`src/rtl/core/qau_pkg.sv`:
```
`default_nettype none

package qau_pkg;

   // word format, signed fixed point
   localparam int WORD_BITS = 32;
   localparam int FRAC_BITS = 16;
   localparam int MAG_BITS  = WORD_BITS - 1;
   localparam int TOL_BITS  = 16;

   // pipeline depths of the shared units
   localparam int SQRT_STAGES = WORD_BITS;
   localparam int DIV_LAT     = WORD_BITS + 2;
   localparam int MUL_LAT     = 2;

   typedef logic signed [WORD_BITS-1:0] word_type;
   typedef word_type [3:0] quat_type;

   localparam word_type WORD_MAX = {1'b0, {(WORD_BITS-1){1'b1}}};
   localparam word_type WORD_MIN = {1'b1, {(WORD_BITS-1){1'b0}}};

   typedef enum logic [2:0] {
      MODE_MUL   = 3'd0,
      MODE_CONJ  = 3'd1,
      MODE_SCALE = 3'd2,
      MODE_NORM  = 3'd3,
      MODE_INV   = 3'd4,
      MODE_DIFF  = 3'd5
   } mode_type;

   typedef struct packed {
      logic [2:0] mode;
      word_type   a_r;
      word_type   a_i;
      word_type   a_j;
      word_type   a_k;
      word_type   b_r;
      word_type   b_i;
      word_type   b_j;
      word_type   b_k;
      word_type   scale_factor;
   } req_type;

   typedef struct packed {
      word_type              out_r;
      word_type              out_i;
      word_type              out_j;
      word_type              out_k;
      logic [MAG_BITS-1:0]   magnitude;
      logic                  is_unit;
      logic                  overflow;
   } rsp_type;

   // request data that travels beside the arithmetic units
   typedef struct packed {
      logic [2:0]              mode;
      quat_type                a;
      quat_type                b;
      word_type                scale;
      logic [2*WORD_BITS-1:0]  sum;
      logic                    zero;
      logic                    big;
      logic [MAG_BITS-1:0]     magnitude;
      logic                    is_unit;
   } side_type;

   // saturated word with its overflow flag
   typedef struct packed {
      word_type q;
      logic     ovf;
   } qres_type;

endpackage

`default_nettype wire

```
`src/rtl/core/qau_sqrt.sv`:
```
`default_nettype none

module qau_sqrt import qau_pkg::*; (
   input  logic                    clock,
   input  logic                    reset,
   input  logic                    in_valid,
   input  logic [2*WORD_BITS-1:0]  radicand,
   output logic                    out_valid,
   output logic [WORD_BITS-1:0]    root
);

   localparam int RW = WORD_BITS + 2;
   localparam int NW = 2 * WORD_BITS;

   logic [SQRT_STAGES-1:0] valid_ff;
   logic [RW-1:0]          rem_ff  [SQRT_STAGES];
   logic [WORD_BITS-1:0]   root_ff [SQRT_STAGES];
   logic [NW-1:0]          rest_ff [SQRT_STAGES];

   // valid chain
   always_ff @(posedge clock) begin
      if (reset) begin
         valid_ff <= '0;
      end else begin
         valid_ff <= {valid_ff[SQRT_STAGES-2:0], in_valid};
      end
   end

   // one root bit per stage, two radicand bits brought down each time
   for (genvar i = 0; i < SQRT_STAGES; i++) begin : g_stage
      logic [RW-1:0]        rem_prev;
      logic [RW-1:0]        rem_shift;
      logic [RW-1:0]        trial;
      logic [RW-1:0]        rem_in;
      logic [WORD_BITS-1:0] root_prev;
      logic [WORD_BITS-1:0] root_in;
      logic [NW-1:0]        rest_prev;

      if (i == 0) begin : g_first
         assign rem_prev  = '0;
         assign root_prev = '0;
         assign rest_prev = radicand;
      end else begin : g_next
         assign rem_prev  = rem_ff[i-1];
         assign root_prev = root_ff[i-1];
         assign rest_prev = rest_ff[i-1];
      end

      always_comb begin
         rem_shift = {rem_prev[RW-3:0], rest_prev[NW-1 -: 2]};
         trial     = {root_prev, 2'b01};
         if (rem_shift >= trial) begin
            rem_in  = rem_shift - trial;
            root_in = {root_prev[WORD_BITS-2:0], 1'b1};
         end else begin
            rem_in  = rem_shift;
            root_in = {root_prev[WORD_BITS-2:0], 1'b0};
         end
      end

      always_ff @(posedge clock) begin
         rem_ff[i]  <= rem_in;
         root_ff[i] <= root_in;
         rest_ff[i] <= {rest_prev[NW-3:0], 2'b00};
      end
   end

   assign out_valid = valid_ff[SQRT_STAGES-1];
   assign root      = root_ff[SQRT_STAGES-1];

endmodule

`default_nettype wire

```
`config.mk`:
```
export PLATFORM = sky130hd
export DESIGN_NAME = qau_sqrt
export DESIGN_NICKNAME = d
export VERILOG_FILES = /design/src/rtl/core/qau_pkg.sv /design/src/rtl/core/qau_sqrt.sv
export SDC_FILE = /design/constraint.sdc
export NUM_CORES = 2
export LEC_CHECK = 0
export ABC_AREA = 0
export BUFFER_PORTS_ARGS = -buffer_cell sky130_fd_sc_hd__buf_2
export CAP_MARGIN = 20
export CORE_UTILIZATION = 40
export DETAILED_ROUTE_END_ITERATION = 10
export SKIP_LAST_GASP = 1
export SLEW_MARGIN = 20
export SYNTH_ARGS = -nofsm -noshare
export SYNTH_HDL_FRONTEND = slang
export SYNTH_MEMORY_MAX_BITS = 65536
export SYNTH_SLANG_ARGS = --single-unit
```
`constraint.sdc`:
```
create_clock -name clock -period 6.7 [get_ports clock]
set_clock_uncertainty 0.2 [all_clocks]
set_input_delay 0.335 -clock clock [delete_from_list [all_inputs] [get_ports clock]]
set_output_delay 0.335 -clock clock [all_outputs]
set_load 0.02 [all_outputs]
```
==> metrics <==
final setup vio count 0; share of cells above drive strength 1 approximately 7.9%; Tightest Hold Check Type flip-flop to flip-flop; syn nets 9613; DRT iter0 DRCs ~3500; Synth area leader dfxtp_1; Post-synth EDFFs 0; Data required, critical path between 7000 and 8000 ps; Vias/cell around 5; Final TNS setup 0 ps; post-synth top area share a little over half; CTS tree yes; worst slew pin tran 1075 ps; gpl congestion slightly below 0.9; Clock Latency Late Sink roughly 900 ps; IO Pins 100; Final Hold Fails 0; die area about 230000 sq um; fmax ~230 MHz; cell-internal power 0.03003 W; Synth Instances about 9000; TritonCTS Buffers 286; Synth warnings 0; Final #Nets between 9000 and 10000; GRT Total Usage 16.96%; vias post-DR 62170; pin count of the biggest net entering global routing approximately 50; Comb pwr share roughly 17%; Crit Path Max Fanout 30; # port buffers between 90 and 100; CP Data Arrival Time approximately 4800 ps; sequential share of power 46.1%; clk sinks approximately 2500; Max Transition Viols Final 0; normalized max-slew margin 28.32%; commonest cells in the netlist 2497 x dfxtp_1, 703 x inv_1, 592 x a21oi_1; Tcrit/Tclk final between 60 and 70%; most frequent cell after synthesis dfxtp_1; die width 479.7 um; CTS H-tree depth 5; first-pass GRT wire length 318.1 mm; ant diodes 0; Initial Utilization roughly 40%; clock tree buffer depth 4; Antenna Nets Post-Route 0; DR WL/cell about 16 um; vias in the first global route 61260; Tmin final 4270 ps; Rows roughly 170; Synth Register Bits roughly 2500; Overflow after GRT 0; Synth Flop Type dfxtp_1; crit path kind flip-flop to flip-flop; Core Footprint about 230000 sq um; Min Hold Slack just under 90 ps; Clock Power Share between 30% and 40%; RSZ-0062 raised after global routing no; Syn Area/Cell 10.16 sq um; Die Height roughly 480 um; CTS Root Cell clkbuf_16; max_cap viols 0; total wire length approximately 200 mm; Worst setup EP type flip-flop; Filler Cells Inserted about 21000; CTS clk-pin slew, worst paths 60 ps; Net Sw Power 0.01164 W; VDD IR-drop max 0.0002465 V; DPL Wire Length 149.7 mm; Pre-antenna DRT Iters 5; switching part of the total around 28%; Area growth, synth to finish 15.87%; Startpoint Class flip-flop; FFs w/ async S/R, synth 0%; PostCTS Resize Cnt 0; mapped cell area approximately 91000 sq um; Final Util 46.85%; pwr dens 394.0 nW/um^2; leakage 49.39 nW; initial antenna violation count 1; synth unique cells 97; post-route cell area ~110000 sq um; synth top area cells dfxtp_1 55%, ha_1 7.7%, xnor2_1 3.8%, xor2_1 3.7%, a21oi_1 3.2%; DRC 0; register area share after synthesis 54.76%; Placed Area between 90000 and 100000 sq um; status completed
## metal layers
metal,global-route usage [%],up-vias,part of all wire [%]
li1,-,31460,-
met1,21.30,29120,45
met2,29.28,1169,48
met3,2.600,421,3.8
met4,6.180,0,3.2
met5,0,-,0
## worst paths after layout
check,depth (start not counted),to,from,slack [ps]
hold / removal,0,rest_ff[0][396],rest_ff[0][332],90
setup reg to reg,12,rem_ff[1][322],root_ff[1][256],2430
setup / recovery,12,rem_ff[1][322],root_ff[1][256],2430
hold reg to reg,0,rest_ff[0][396],rest_ff[0][332],90
## critical path, stage by stage, from the launching register on
cell and delay, ps:
dfxtp_1 320, inv_1 40, ha_1 340, nor2b_1 180, o31a_1 190, o22ai_1 140, o31ai_1 510, o21ai_0 340
and4b_1 280, o21a_1 320, inv_1 450, buf_4 420, mux2_2 380
## repair_timing
item	in CTS	in global routing
endpoints found under the hold margin	97	0
hold buffers	133	0
buffers inserted	0	0
## power by group through the flow
stage | clock [W] | sequential (W) | combinational [W]
floorplan | 0 | 0.0188 | 0.00556
global placement | 0 | 0.0195 | 0.00692
detailed placement | 0 | 0.0196 | 0.00701
CTS | 0.0159 | 0.0192 | 0.00712
global route | 0.0165 | 0.0195 | 0.00794
finish | 0.0154 | 0.0192 | 0.00711
## kinds of logic after synthesis
logic type / after synthesis / share of synthesized area, %
flops: 2497 / 54.76
simple gates: 2317 / 12.58
compound gates: 1817 / 12.35
buf+inv: 896 / 3.716
xor+xnor: 779 / 7.474
fa+ha+maj: 561 / 7.689
mux: 117 / 1.431
other cells: 1 / 0.004108
## cell usage in the layout, fill, tap and decap left out, types with 23 or more instances in the layout
cell type,instances
nor2_1,584
o21bai_1,42
nand2_1,566
clkbuf_1,45
a21o_1,222
buf_2,99
clkbuf_16,291
nand2b_1,106
nor3_1,211
xnor2_1,393
o31ai_1,66
clkbuf_8,50
a211oi_1,43
inv_1,702
a21oi_1,591
o211ai_1,48
nor2b_1,106
or2_2,30
dfxtp_1,2497
o21ai_0,435
buf_4,23
o21a_1,116
bufinv_16,26
clkinv_2,35
or4_1,53
nand4_1,103
nand3_1,160
or3_1,93
mux2_2,108
xor2_1,386
dlygate4sd3_1,133
a31oi_1,39
and2_1,35
nand3b_1,27
ha_1,561
nor4_1,114
a21boi_0,25
and3_1,52
## state kept, by name, indices dropped and copies added (netlist names)
name	count
rem_ff	945
rest_ff	992
root_ff	528
valid_ff	32
## cell type report
cell class	instances	area (sq um)	share of cell area, %
repair buffers	255	1999	1.890
clock inverters	96	1252	1.184
multi-input cells	5592	37990	35.92
inverters	708	2658	2.513
flip-flops and latches	2497	49990	47.26
well taps	2992	3744	3.539
clock buffers	386	8139	7.695
## per-stage QoR
stage / power [W] / std cells / setup WS, ps
final: 0.04168 / 12530 / 2430
after global routing: 0.04398 / 12530 / 2081
after CTS: 0.04225 / 12530 / 2493
after detailed placement: 0.02656 / 11910 / 2525
after global placement: 0.02646 / 11910 / 2557
after floorplan: 0.02432 / 8985 / 3350
No activity file was read; power rests on OpenSTA's default activity.
